`config.mk`:
```
export PLATFORM = sky130hd
export DESIGN_NAME = led_matrix_framebuffer_engine
export DESIGN_NICKNAME = d
export VERILOG_FILES = /design/src/rtl/core/lmfe_pkg.sv /design/src/rtl/core/lmfe_front.sv /design/src/rtl/core/lmfe_queue.sv /design/src/rtl/core/lmfe_back.sv /design/src/rtl/core/led_matrix_framebuffer_engine.sv
export SDC_FILE = /design/constraint.sdc
export NUM_CORES = 2
export LEC_CHECK = 0
export ABC_AREA = 1
export BUFFER_PORTS_ARGS = -buffer_cell sky130_fd_sc_hd__buf_2
export CAP_MARGIN = 20
export CORE_MARGIN = 2
export CORE_UTILIZATION = 35
export CTS_CLUSTER_SIZE = 30
export DETAILED_ROUTE_END_ITERATION = 10
export GPL_ROUTABILITY_DRIVEN = 0
export PLACE_DENSITY = 0.61
export SYNTH_ARGS = -nofsm -noshare
export SYNTH_HDL_FRONTEND = slang
export SYNTH_SLANG_ARGS = --single-unit
```
`constraint.sdc`:
```
create_clock -name clk -period 9 [get_ports clk]
set_input_delay 1.35 -clock clk [delete_from_list [all_inputs] [get_ports clk]]
set_output_delay 1.35 -clock clk [all_outputs]
set_load 0.01 [all_outputs]
```
`src/rtl/core/lmfe_pkg.sv`:
```
// shared types and constants for the led matrix framebuffer engine
// command codes, queue entry and result structs; no dependencies
`default_nettype none

package lmfe_pkg;

  localparam int LMFE_COLS        = 16;
  localparam int LMFE_ROWS        = 16;
  localparam int LMFE_COORD_W     = 4;
  localparam int LMFE_PHASE_W     = 3;
  localparam int LMFE_TICK_W      = 16;
  localparam int LMFE_CMD_W       = 4;
  localparam int LMFE_IN_TDATA_W  = 24;
  localparam int LMFE_OUT_TDATA_W = 56;
  localparam int LMFE_QUEUE_DEPTH = 2;

  localparam logic [LMFE_CMD_W-1:0] CMD_PLOT  = 4'd0;
  localparam logic [LMFE_CMD_W-1:0] CMD_READ  = 4'd1;
  localparam logic [LMFE_CMD_W-1:0] CMD_CLEAR = 4'd2;
  localparam logic [LMFE_CMD_W-1:0] CMD_FILL  = 4'd3;
  localparam logic [LMFE_CMD_W-1:0] CMD_LEFT  = 4'd4;
  localparam logic [LMFE_CMD_W-1:0] CMD_RIGHT = 4'd5;
  localparam logic [LMFE_CMD_W-1:0] CMD_UP    = 4'd6;
  localparam logic [LMFE_CMD_W-1:0] CMD_DOWN  = 4'd7;
  localparam logic [LMFE_CMD_W-1:0] CMD_LINE  = 4'd8;
  localparam logic [LMFE_CMD_W-1:0] CMD_FLIP  = 4'd9;
  localparam logic [LMFE_CMD_W-1:0] CMD_TICK  = 4'd10;

  typedef logic [LMFE_COLS-1:0]    row_t;
  typedef logic [LMFE_COORD_W-1:0] coord_t;

  // decoded command with the bresenham setup already worked out
  typedef struct packed {
    logic [LMFE_CMD_W-1:0] op;
    coord_t                x_first;
    coord_t                y_first;
    logic                  color;
    logic                  x_major;
    logic                  x_neg;
    logic                  y_neg;
    coord_t                den;
    coord_t                add;
    coord_t                acc0;
  } lmfe_cmd_t;

  typedef struct packed {
    logic [LMFE_TICK_W-1:0]  tick_count;
    logic [31:0]             anode_bits;
    logic [LMFE_PHASE_W-1:0] scan_row;
    logic                    pixel_on;
  } lmfe_res_t;

endpackage

`default_nettype wire

```
`src/rtl/core/lmfe_front.sv`:
```
// front end: registers incoming words and decodes them into queue entries
// works out line deltas, directions and major axis; uses lmfe_pkg
`default_nettype none

module lmfe_front (
  input  wire logic                                  clk,
  input  wire logic                                  rst_n,
  input  wire logic                                  in_tvalid,
  output logic                                       in_tready,
  input  wire logic [lmfe_pkg::LMFE_IN_TDATA_W-1:0]  in_tdata,
  output logic                                       push_valid,
  input  wire logic                                  push_ready,
  output lmfe_pkg::lmfe_cmd_t                        push_cmd
);
  import lmfe_pkg::*;

  logic      fv_r, fv_nxt;
  lmfe_cmd_t fcmd_r, fcmd_nxt;
  lmfe_cmd_t dec;
  coord_t    xa, ya, xb, yb, dx, dy;
  logic      in_acc;

  always_comb begin
    xa = in_tdata[7:4];
    ya = in_tdata[11:8];
    xb = in_tdata[15:12];
    yb = in_tdata[19:16];
    dx = (xb >= xa) ? (xb - xa) : (xa - xb);
    dy = (yb >= ya) ? (yb - ya) : (ya - yb);
    dec.op      = in_tdata[3:0];
    dec.x_first = xa;
    dec.y_first = ya;
    dec.color   = in_tdata[20];
    dec.x_neg   = (xb < xa);
    dec.y_neg   = (yb < ya);
    dec.x_major = (dx >= dy);
    dec.den     = dec.x_major ? dx : dy;
    dec.add     = dec.x_major ? dy : dx;
    dec.acc0    = dec.den >> 1;
  end

  assign in_tready  = !fv_r || push_ready;
  assign in_acc     = in_tvalid && in_tready;
  assign push_valid = fv_r;
  assign push_cmd   = fcmd_r;

  always_comb begin
    fv_nxt   = fv_r;
    fcmd_nxt = fcmd_r;
    if (in_acc) begin
      fv_nxt   = 1'b1;
      fcmd_nxt = dec;
    end else if (push_ready) begin
      fv_nxt = 1'b0;
    end
  end

  always_ff @(posedge clk) begin
    if (!rst_n) begin
      fv_r <= 1'b0;
    end else begin
      fv_r <= fv_nxt;
    end
    fcmd_r <= fcmd_nxt;
  end

endmodule

`default_nettype wire

```
`src/rtl/core/lmfe_queue.sv`:
```
// short command queue between front end and execution back end
// register-based, fall-through read; uses lmfe_pkg for the entry type
`default_nettype none

module lmfe_queue #(
  parameter int DEPTH = lmfe_pkg::LMFE_QUEUE_DEPTH
) (
  input  wire logic                clk,
  input  wire logic                rst_n,
  input  wire logic                wr_valid,
  output logic                     wr_ready,
  input  wire lmfe_pkg::lmfe_cmd_t wr_cmd,
  output logic                     rd_valid,
  input  wire logic                rd_ready,
  output lmfe_pkg::lmfe_cmd_t      rd_cmd
);
  import lmfe_pkg::*;

  localparam int PTR_W = $clog2(DEPTH);
  localparam int CNT_W = $clog2(DEPTH + 1);

  lmfe_cmd_t        ent_r [DEPTH];
  logic [PTR_W-1:0] wr_ptr_r, wr_ptr_nxt, rd_ptr_r, rd_ptr_nxt;
  logic [CNT_W-1:0] cnt_r, cnt_nxt;
  logic             push, pop;

  assign wr_ready = (cnt_r != CNT_W'(DEPTH));
  assign rd_valid = (cnt_r != '0);
  assign rd_cmd   = ent_r[rd_ptr_r];
  assign push     = wr_valid && wr_ready;
  assign pop      = rd_valid && rd_ready;

  always_comb begin
    wr_ptr_nxt = wr_ptr_r;
    rd_ptr_nxt = rd_ptr_r;
    cnt_nxt    = cnt_r;
    if (push) begin
      wr_ptr_nxt = (wr_ptr_r == PTR_W'(DEPTH - 1)) ? '0 : wr_ptr_r + 1'b1;
    end
    if (pop) begin
      rd_ptr_nxt = (rd_ptr_r == PTR_W'(DEPTH - 1)) ? '0 : rd_ptr_r + 1'b1;
    end
    if (push && !pop) begin
      cnt_nxt = cnt_r + 1'b1;
    end else if (pop && !push) begin
      cnt_nxt = cnt_r - 1'b1;
    end
  end

  always_ff @(posedge clk) begin
    if (!rst_n) begin
      wr_ptr_r <= '0;
      rd_ptr_r <= '0;
      cnt_r    <= '0;
    end else begin
      wr_ptr_r <= wr_ptr_nxt;
      rd_ptr_r <= rd_ptr_nxt;
      cnt_r    <= cnt_nxt;
    end
    if (push) begin
      ent_r[wr_ptr_r] <= wr_cmd;
    end
  end

endmodule

`default_nettype wire

```
`src/rtl/core/lmfe_back.sv`:
```
// back end: drawing and refresh buffers, line walker, scan counter, result register
// executes queue entries one at a time; uses lmfe_pkg
`default_nettype none

module lmfe_back (
  input  wire logic                clk,
  input  wire logic                rst_n,
  input  wire logic                q_valid,
  output logic                     q_ready,
  input  wire lmfe_pkg::lmfe_cmd_t q_cmd,
  output logic                     out_tvalid,
  input  wire logic                out_tready,
  output lmfe_pkg::lmfe_res_t      out_res
);
  import lmfe_pkg::*;

  localparam logic ST_IDLE = 1'b0;
  localparam logic ST_LINE = 1'b1;

  logic                    state_r, state_nxt;
  row_t                    draw_r [LMFE_ROWS];
  row_t                    draw_nxt [LMFE_ROWS];
  row_t                    shown_r [LMFE_ROWS];
  row_t                    shown_nxt [LMFE_ROWS];
  logic [LMFE_PHASE_W-1:0] phase_r, phase_nxt;
  logic [LMFE_TICK_W-1:0]  tick_r, tick_nxt;
  coord_t                  lx_r, lx_nxt, ly_r, ly_nxt;
  coord_t                  acc_r, acc_nxt, den_r, den_nxt, add_r, add_nxt;
  coord_t                  cnt_r, cnt_nxt;
  logic                    xmaj_r, xmaj_nxt, xneg_r, xneg_nxt, yneg_r, yneg_nxt;
  logic                    color_r, color_nxt;
  logic                    out_valid_r, out_valid_nxt;
  lmfe_res_t               out_res_r, out_res_nxt;
  lmfe_res_t               res;
  logic                    out_free, load_out, carry, x_step, y_step;
  logic [LMFE_COORD_W:0]   sum;

  assign out_free   = !out_valid_r || out_tready;
  assign q_ready    = (state_r == ST_IDLE) && out_free;
  assign out_tvalid = out_valid_r;
  assign out_res    = out_res_r;

  always_comb begin
    state_nxt = state_r;
    draw_nxt  = draw_r;
    shown_nxt = shown_r;
    phase_nxt = phase_r;
    tick_nxt  = tick_r;
    lx_nxt    = lx_r;
    ly_nxt    = ly_r;
    acc_nxt   = acc_r;
    den_nxt   = den_r;
    add_nxt   = add_r;
    cnt_nxt   = cnt_r;
    xmaj_nxt  = xmaj_r;
    xneg_nxt  = xneg_r;
    yneg_nxt  = yneg_r;
    color_nxt = color_r;
    load_out  = 1'b0;
    res       = '0;
    res.tick_count = tick_r;
    sum    = {1'b0, acc_r} + {1'b0, add_r};
    carry  = (sum >= {1'b0, den_r});
    x_step = xmaj_r ? 1'b1 : carry;
    y_step = xmaj_r ? carry : 1'b1;

    case (state_r)
      ST_IDLE: begin
        if (q_valid && out_free) begin
          load_out = 1'b1;
          case (q_cmd.op)
            CMD_PLOT: begin
              draw_nxt[q_cmd.y_first][q_cmd.x_first] = q_cmd.color;
            end
            CMD_READ: begin
              res.pixel_on = draw_r[q_cmd.y_first][q_cmd.x_first];
            end
            CMD_CLEAR: begin
              for (int i = 0; i < LMFE_ROWS; i++) draw_nxt[i] = '0;
            end
            CMD_FILL: begin
              for (int i = 0; i < LMFE_ROWS; i++) draw_nxt[i] = '1;
            end
            CMD_LEFT: begin
              for (int i = 0; i < LMFE_ROWS; i++) draw_nxt[i] = draw_r[i] >> 1;
            end
            CMD_RIGHT: begin
              for (int i = 0; i < LMFE_ROWS; i++) draw_nxt[i] = draw_r[i] << 1;
            end
            CMD_UP: begin
              for (int i = 0; i < LMFE_ROWS - 1; i++) draw_nxt[i] = draw_r[i+1];
              draw_nxt[LMFE_ROWS-1] = '0;
            end
            CMD_DOWN: begin
              for (int i = 1; i < LMFE_ROWS; i++) draw_nxt[i] = draw_r[i-1];
              draw_nxt[0] = '0;
            end
            CMD_LINE: begin
              // result comes out of the walker once the last pixel is plotted
              load_out  = 1'b0;
              state_nxt = ST_LINE;
              lx_nxt    = q_cmd.x_first;
              ly_nxt    = q_cmd.y_first;
              acc_nxt   = q_cmd.acc0;
              den_nxt   = q_cmd.den;
              add_nxt   = q_cmd.add;
              cnt_nxt   = q_cmd.den;
              xmaj_nxt  = q_cmd.x_major;
              xneg_nxt  = q_cmd.x_neg;
              yneg_nxt  = q_cmd.y_neg;
              color_nxt = q_cmd.color;
            end
            CMD_FLIP: begin
              shown_nxt = draw_r;
            end
            CMD_TICK: begin
              phase_nxt      = phase_r + 1'b1;
              tick_nxt       = tick_r + 1'b1;
              res.tick_count = tick_nxt;
              res.scan_row   = phase_nxt;
              res.anode_bits = {shown_r[{1'b1, phase_nxt}], shown_r[{1'b0, phase_nxt}]};
            end
            default: begin
            end
          endcase
        end
      end
      ST_LINE: begin
        // last pixel waits for room in the result register
        if ((cnt_r != '0) || out_free) begin
          draw_nxt[ly_r][lx_r] = color_r;
          acc_nxt = carry ? LMFE_COORD_W'(sum - {1'b0, den_r}) : sum[LMFE_COORD_W-1:0];
          if (x_step) lx_nxt = xneg_r ? lx_r - 1'b1 : lx_r + 1'b1;
          if (y_step) ly_nxt = yneg_r ? ly_r - 1'b1 : ly_r + 1'b1;
          cnt_nxt = cnt_r - 1'b1;
          if (cnt_r == '0) begin
            load_out  = 1'b1;
            state_nxt = ST_IDLE;
          end
        end
      end
      default: begin
        state_nxt = ST_IDLE;
      end
    endcase

    out_valid_nxt = load_out ? 1'b1 : (out_valid_r && !out_tready);
    out_res_nxt   = load_out ? res : out_res_r;
  end

  always_ff @(posedge clk) begin
    if (!rst_n) begin
      state_r     <= ST_IDLE;
      draw_r      <= '{default: '0};
      shown_r     <= '{default: '0};
      phase_r     <= '0;
      tick_r      <= '0;
      out_valid_r <= 1'b0;
    end else begin
      state_r     <= state_nxt;
      draw_r      <= draw_nxt;
      shown_r     <= shown_nxt;
      phase_r     <= phase_nxt;
      tick_r      <= tick_nxt;
      out_valid_r <= out_valid_nxt;
    end
    lx_r      <= lx_nxt;
    ly_r      <= ly_nxt;
    acc_r     <= acc_nxt;
    den_r     <= den_nxt;
    add_r     <= add_nxt;
    cnt_r     <= cnt_nxt;
    xmaj_r    <= xmaj_nxt;
    xneg_r    <= xneg_nxt;
    yneg_r    <= yneg_nxt;
    color_r   <= color_nxt;
    out_res_r <= out_res_nxt;
  end

  // error term stays below the major-axis length while walking
  assert property (@(posedge clk) disable iff (!rst_n)
    (state_r == ST_LINE) |-> ((acc_r < den_r) || (den_r == '0)))
    else $error("line error term out of range");

  // final pixel with room in the result register ends the walk with a result
  assert property (@(posedge clk) disable iff (!rst_n)
    (state_r == ST_LINE && cnt_r == '0 && out_free) |=>
      (state_r == ST_IDLE && out_valid_r))
    else $error("line walk did not finish with a result");

  // a tick advances the scan phase by one
  assert property (@(posedge clk) disable iff (!rst_n)
    (q_valid && q_ready && q_cmd.op == CMD_TICK) |=>
      (phase_r == $past(phase_r) + 3'd1))
    else $error("scan phase did not advance on tick");

  // scan phase and tick counter only change while a command is executing
  assert property (@(posedge clk) disable iff (!rst_n)
    (state_r == ST_IDLE && !(q_valid && out_free)) |=>
      (tick_r == $past(tick_r) && phase_r == $past(phase_r)))
    else $error("scan state changed without a command");

endmodule

`default_nettype wire

```
`src/rtl/core/led_matrix_framebuffer_engine.sv`:
```
// top level of the 16x16 led matrix framebuffer engine
// instantiates lmfe_front, lmfe_queue and lmfe_back; uses lmfe_pkg
`default_nettype none

// Accepts one command word per handshake and returns exactly one result word per
// command, in order. A word is registered and decoded in the front end (line
// deltas, step directions and major axis worked out there), then waits in a
// short queue for the back end, which holds both 16x16 buffers in flip-flops.
// Plot, read, clear, fill, shifts, flip, tick and unused codes finish as the
// back end takes them; a line starts the walker, which plots max(|dx|,|dy|) + 1
// pixels at one pixel per cycle, the last waiting for room in the result
// register. The back end takes the next command once that register is free or
// being read; a word passes the front-end register, the queue and the result
// register. Both buffers, scan phase and tick counter clear on reset at once.
module led_matrix_framebuffer_engine #(
  parameter int QUEUE_DEPTH = lmfe_pkg::LMFE_QUEUE_DEPTH
) (
  input  wire logic                                  clk,
  input  wire logic                                  rst_n,
  input  wire logic                                  in_tvalid,
  output logic                                       in_tready,
  // cmd[3:0], x_first[7:4], y_first[11:8], x_second[15:12], y_second[19:16],
  // color[20], zero fill above
  input  wire logic [lmfe_pkg::LMFE_IN_TDATA_W-1:0]  in_tdata,
  output logic                                       out_tvalid,
  input  wire logic                                  out_tready,
  // pixel_on[0], scan_row[3:1], anode_bits[35:4], tick_count[51:36],
  // zero fill above
  output logic [lmfe_pkg::LMFE_OUT_TDATA_W-1:0]      out_tdata
);
  import lmfe_pkg::*;

  logic      push_valid, push_ready, q_valid, q_ready;
  lmfe_cmd_t push_cmd, q_cmd;
  lmfe_res_t out_res;

  lmfe_front u_front (
    .clk        (clk),
    .rst_n      (rst_n),
    .in_tvalid  (in_tvalid),
    .in_tready  (in_tready),
    .in_tdata   (in_tdata),
    .push_valid (push_valid),
    .push_ready (push_ready),
    .push_cmd   (push_cmd)
  );

  lmfe_queue #(
    .DEPTH (QUEUE_DEPTH)
  ) u_queue (
    .clk      (clk),
    .rst_n    (rst_n),
    .wr_valid (push_valid),
    .wr_ready (push_ready),
    .wr_cmd   (push_cmd),
    .rd_valid (q_valid),
    .rd_ready (q_ready),
    .rd_cmd   (q_cmd)
  );

  lmfe_back u_back (
    .clk        (clk),
    .rst_n      (rst_n),
    .q_valid    (q_valid),
    .q_ready    (q_ready),
    .q_cmd      (q_cmd),
    .out_tvalid (out_tvalid),
    .out_tready (out_tready),
    .out_res    (out_res)
  );

  assign out_tdata = {(LMFE_OUT_TDATA_W - $bits(lmfe_res_t))'(0), out_res};

endmodule

`default_nettype wire

```
======== Word level (Yosys, flattened, before mapping) ========
Memories as Yosys holds them, arrays and structs flattened. A register that Yosys moved wholly into a read port is not among the register bits.
Cells that the tools add are included.
word-level totals
  register bits after elaboration ......... 645
  bits in latches ......................... 0
  memory bits (writable) .................. 54
  ROM bits ................................ 0
  input bits .............................. 28
  output and inout port bits .............. 58
  word-level logic and storage cells ...... 235
  memories kept ........................... 1
memories
  name           words  bits a word  read ports  clocked after memory_dff  write ports  RTL line          RTL
  u_queue.ent_r  2      27           1           1                         1            lmfe_queue.sv:22  lmfe_cmd_t ent_r [DEPTH];
operators by class
  $add $sub $neg .......................... 17
  multipliers ............................. 0
  divide/modulo/power cells ............... 0
  magnitude comparators ................... 16
  equality and inequality tests ........... 17
  shifts and indexed selects .............. 0
  muxes and demuxes ....................... 77
  bitwise gates (word level) .............. 8
  reductions and logical operators ........ 35
operators with widths
  cell                                                         number
  case mux 256 bit (7 select lines)                            1
  bitwise mux 256 bit                                          2
  2-to-1 mux 256 bit                                           2
  case mux 256 bit (2 select lines)                            1
  binary-select mux 16 bit (select 4 bit)                      3
  demux 16 bit (select 4 bit)                                  2
  2-to-1 mux 16 bit                                            8
  2-to-1 mux 52 bit                                            2
  2-to-1 mux 4 bit                                             21
  2-to-1 mux 51 bit                                            1
  case mux 4 bit (2 select lines)                              4
  2-to-1 mux 1 bit                                             23
  >= comparator 5 bit (second input constant)                  4
  subtractor 4 bit                                             5
  adder 16 x 1 -> 16 bit (second input constant)               1
  equality test 4 x 3 -> 1 bit (second input constant)         4
  NOT 4 -> 5 bit                                               3
  AND reduction 3 bit                                          5
  equality test 4 bit (second input constant)                  3
  >= comparator 4 bit                                          3
  logical AND 1 bit                                            12
  inequality test 2 bit (second input constant)                6
  subtractor 4 x 1 -> 4 bit (second input constant)            3
  less-than comparator 4 x 5 -> 1 bit (second input constant)  2
  26 further kinds                                             49

======== Depth between registers and ports, before layout ========
  depth in word-level cells ............... 10
  mapped depth ............................ 21
  gate-level depth less buffers ........... 21

======== Modules after synthesis ========
Synthesis repeated with hierarchy kept, for this count alone.
unflattened totals
  cells, all modules ...................... 6574
  area, all modules ....................... 44292.5 um2
by module, submodules not included
  module                         times used  cells an instance  area an instance (um2)  sequential area each (um2)
  lmfe_back                      1           6261               40156.0                 13072.5
  lmfe_queue                     1           124                2363.5                  1781.7
  lmfe_front                     1           184                1739.2                  740.7
  led_matrix_framebuffer_engine  1           5                  33.8                    0.0

======== Worst setup path before layout ========
Ideal clock, no wire load.
  path type ............................... input port to flip-flop
  start point ............................. input port out_tready
  end point ............................... register u_back.out_res_r, in the netlist u_back.out_res[0] (enable)
  setup time .............................. 0.482 ns
  arrival ................................. 4.276 ns
  data required time ...................... 8.518 ns
  slack ................................... 4.243 ns
  stages .................................. 4
  buffers on the path ..................... 0
  cells stage by stage .................... nor2_1 -> nor2_1 -> nand2_1 -> o22ai_1
between the ends
  word-level cells in the longest chain between the ends .. 4
RTL lines
  element                                                RTL line                             RTL
  from (decl)                                            led_matrix_framebuffer_engine.sv:26  input wire logic out_tready,
  logical OR 1 bit *                                     lmfe_back.sv:38                      assign out_free = !out_valid_r || out_tready;
  logical OR 1 bit or logical AND 1 bit (tied branches)  lmfe_back.sv:130, lmfe_back.sv:69
  2-to-1 mux 1 bit, on equally long branches             lmfe_back.sv:130, lmfe_back.sv:69
  case mux 1 bit (2 select lines) *                      lmfe_back.sv:67                      case (state_r)
  net u_back.load_out                                    lmfe_back.sv:35                      logic out_free, load_out, carry, x_step, y_step;
  to (signal assigned)                                   lmfe_back.sv:177                     out_res_r <= out_res_nxt;
  to (decl)                                              lmfe_back.sv:33                      lmfe_res_t out_res_r, out_res_nxt;
Mark *: on every way through the listed nets, which the timed path passes. The rest lies on a longest branch.
A chain may end at the register's enable or synchronous reset.

==> impl_metrics.csv <==
group,metric,value,unit
outcome,run_status,"finished, final reports clean",
clocking,clock_latency,0.68,ns
clocking,cts_max_path_buffers,3,
worst_setup_path,critical_path_required,9.32,ns
worst_setup_path,crit_arrival,5.44,ns
yosys,synth-simple-area-share,0.243,
yosys,syn_avg_cell_area,6.45,um2
power_and_ir_drop,irDropWorstVdd,0.178,mV
clocking,cts_root_buf,"clkbuf_16",
clocking,clock-sinks,691,
clocking,htree_levels,3,
global_routing,grt_overflow_total,0,
yosys,ys_seq_area_frac,0.349,
timing,slew_violations,0,
clocking,cts_resized,0,
final_layout,area_growth,8.80,%
yosys,postSynth.asyncResetShare,0,
floorplanning,coreArea,0.125,mm2
yosys,synthTopCellsByArea,"dfxtp_1 (25%), nand2_1 (13%), edfxtp_1 (10%)",
worst_setup_path,crit_family,"buffers and inverters",
job,cap_violations,0,
worst_setup_path,crit_buf_inv,5,
global_routing,grt_max_degree,263,
floorplanning,io_pins,86,
clocking,cts_hold_buf,0,
global_routing,grt_pass1_wl,286000,um
worst_setup_path,cp_max_fo,33,
yosys,synth_flop_cell,"dfxtp_1",
yosys,synth-xor-area-share,0.00557,
worst_setup_path,crit_chain,"buf_4, inv_2, nand2_1, nand2_1, inv_1, nor2_1, nand2_1, inv_1, buf_4, o21ai_0, a31oi_1",
timing,final-setup-viol-count,0,
worst_setup_path,end_kind,"register",
worst_setup_path,cpPeakStageDelay,0.92,ns
routing,wirelength,192000,um
final_layout,drive_above_1_share,0.0639,
final_layout,antenna_cells,0,
clocking,post_cts_buffers,0,
yosys,yosysUniqueCellTypes,44,
placement,dp_cells,8090,
timing,finClkSkew,0.0306,ns
yosys,synth_top_family_by_area,"compound AO/OA/AOI/OAI gates",
final_layout,final_common_cell,"nand2_1",
timing,period_share,0.568,
yosys,ys_warn_count,0,
worst_setup_path,r2r-end,"u_back.out_res[16]",
floorplanning,die_area,0.129,mm2
worst_setup_path,start_kind,"register",
clocking,cts_tree,"yes",
power_and_ir_drop,leakage,18.3,nW
global_routing,grt_usage,0.286,
timing,fin_tns_setup,0,ns
final_layout,final_nets,6597,
global_routing,antenna_found_initial,5,
placement,dpl.hpwl,117000,um
floorplanning,initial_core_util,0.352,
worst_setup_path,critPathMostFrequentCell,"nand2_1",
routing,vias,50800,
worst_setup_path,crit_end,"u_back.out_res[16]",
power_and_ir_drop,cellPowerDensity,292,mW/mm2
yosys,synth_cells,6833,
floorplanning,fp.dieH,359,um
yosys,yosysTopAreaCell,"dfxtp_1",
worst_hold_path,hold_path.class,"reg -> reg",
routing,drt_iter0_drc,7774,
timing,hold_ws,0.442,ns
yosys,synthMuxAreaShare,0.000682,
routing,drcViolationCount,0,
timing,finalHoldViolCount,0,
routing,wl_per_cell,23.3,um
floorplanning,num_rows,130,
yosys,synth_edf_count,152,
worst_setup_path,cp.depth,11,
final_layout,layout_common_cells,"nand2_1 (1465), o21ai_0 (879), nor2_1 (759)",
clocking,numCtsBuffers,80,
worst_setup_path,path_class,"reg -> reg",
final_layout,instances_no_fill,8242,
routing,ant_nets,0,
timing,timing.fmax,0.196,GHz
worst_setup_path,r2r_setup_slack,3.89,ns
yosys,ys_ff_latch,691,
timing,worst_slew_pin_slew,1.36,ns
floorplanning,die_w,359,um
worst_setup_path,crit_slowest_cell,"inv_1",
routing,vias_per_cell,6.16,
placement,port_buffers,78,
timing,slew_headroom,0.0876,
yosys,synthAdderAreaFrac,0.0136,
yosys,syn_area,0.0440,mm2
yosys,synth_top_area_frac,0.245,
timing,grt_setup_unrepaired,"false",
worst_setup_path,r2r_cells,11,
timing,min_period,5.11,ns
global_routing,grt_pass1_vias,46100,
clocking,clk_pin_slew,0.06,ns
routing,dr.pass1.iters,7,
yosys,synth_compound_area_frac,0.297,
-- sequential cells by signal (all words and copies together) (netlist names), named ones only --
register,cells
u_back.out_res,52
u_front.push_cmd,24
u_queue.wr_ptr_r,1
u_back.tick_r,16
u_front.push_valid,1
u_back.phase_r,3
u_back.xneg_r,1
u_back.acc_r,4
u_back.state_r,1
u_back.color_r,1
u_back.add_r,4
u_back.cnt_r,4
u_back.shown_r,256
u_back.den_r,4
u_queue.rd_ptr_r,1
u_queue.cnt_r,2
u_back.draw_r,256
u_back.out_tvalid,1
u_back.yneg_r,1
u_back.ly_r,4
u_back.xmaj_r,1
u_queue.ent_r,48
u_back.lx_r,4
-- cell usage after synthesis (4+ instances only) --
library cell	number
buf_2	91
a211oi_1	48
nor4_1	22
o211ai_1	18
o31ai_1	8
xnor2_1	10
dfxtp_1	539
buf_4	8
buf_1	59
nand3_1	208
or2_2	6
a21oi_1	699
o22ai_1	383
fa_1	8
nand4_1	30
edfxtp_1	152
ha_1	35
o21ai_1	61
clkinv_1	4
xor2_1	18
o21ai_0	879
a211oi_2	4
or2_1	6
o21ai_2	4
inv_2	32
nor2_4	15
nor3_1	103
clkbuf_1	414
nor2_2	10
nand2_1	1474
o2111ai_1	35
a31oi_1	219
nand2_2	9
o221ai_1	8
inv_1	429
nor2_1	769
-- power by group --
part | internal [mW] | switching, mW
Combinational | 1.45 | 4.64
Clock | 1.99 | 1.45
Sequential | 3.97 | 0.490
-- cells by family (layout without fill, tap and decap cells) --
family / Yosys count / after routing
buf+inv: 1040 / 796
other cells: 1 / 4
flops: 691 / 691
compound gates: 2372 / 2372
mux: 3 / 3
simple gates: 2655 / 2655
fa+ha+maj: 43 / 43
xor+xnor: 28 / 28
-- per-stage QoR --
stage          power (mW)  area, um2  utilization  worst slack (ns)
6_report             14.0      47900        0.383              3.89
5_1_grt              14.6      47900        0.383              3.72
4_1_cts              13.7      47900        0.382              4.07
3_5_place_dp         10.3      45200        0.361              3.61
3_3_place_gp         10.2      45200        0.361              3.67
2_1_floorplan        8.24      44100            -              4.24
-- worst reg2reg max path, stage by stage (launching register included) --
cell and delay (ns):
dfxtp_1 0.29, buf_4 0.20, inv_2 0.54, nand2_1 0.11, nand2_1 0.13, inv_1 0.08
nor2_1 0.23, nand2_1 0.66, inv_1 0.92, buf_4 0.59, o21ai_0 0.24, a31oi_1 0.79
-- area by class of cell --
class                   instances  area (um2)
repair buffers                183        1280
inverters                     465        1760
clock inverters                30         328
clock buffers                 118        2360
well taps                    1650        2060
flip-flops and latches        691       15400
multi-input cells            5105       24800
fillers                     13500       77300
-- worst min path at each step --
stage | startpoint | cells after the start | to | slack, ns
after floorplan | u_front.push_cmd[11] | 0 | u_queue.ent_r[0][10] | 0.42
after global placement | u_front.push_cmd[6] | 0 | u_queue.ent_r[1][5] | 0.42
after detailed placement | u_front.push_cmd[22] | 0 | u_queue.ent_r[1][21] | 0.43
after CTS | u_front.push_cmd[4] | 0 | u_queue.ent_r[0][3] | 0.44
after global routing | u_front.push_cmd[4] | 0 | u_queue.ent_r[0][3] | 0.46
final | u_front.push_cmd[4] | 0 | u_queue.ent_r[0][3] | 0.44
-- per-layer routing --
layer / GRT usage / up-vias / part of all wire
li1: - / 22800 / -
met1: 0.387 / 23600 / 0.40
met2: 0.419 / 3644 / 0.42
met3: 0.0665 / 672 / 0.13
met4: 0.155 / 0 / 0.057
met5: 0 / - / 0
No activity file was read; power rests on OpenSTA's default activity.
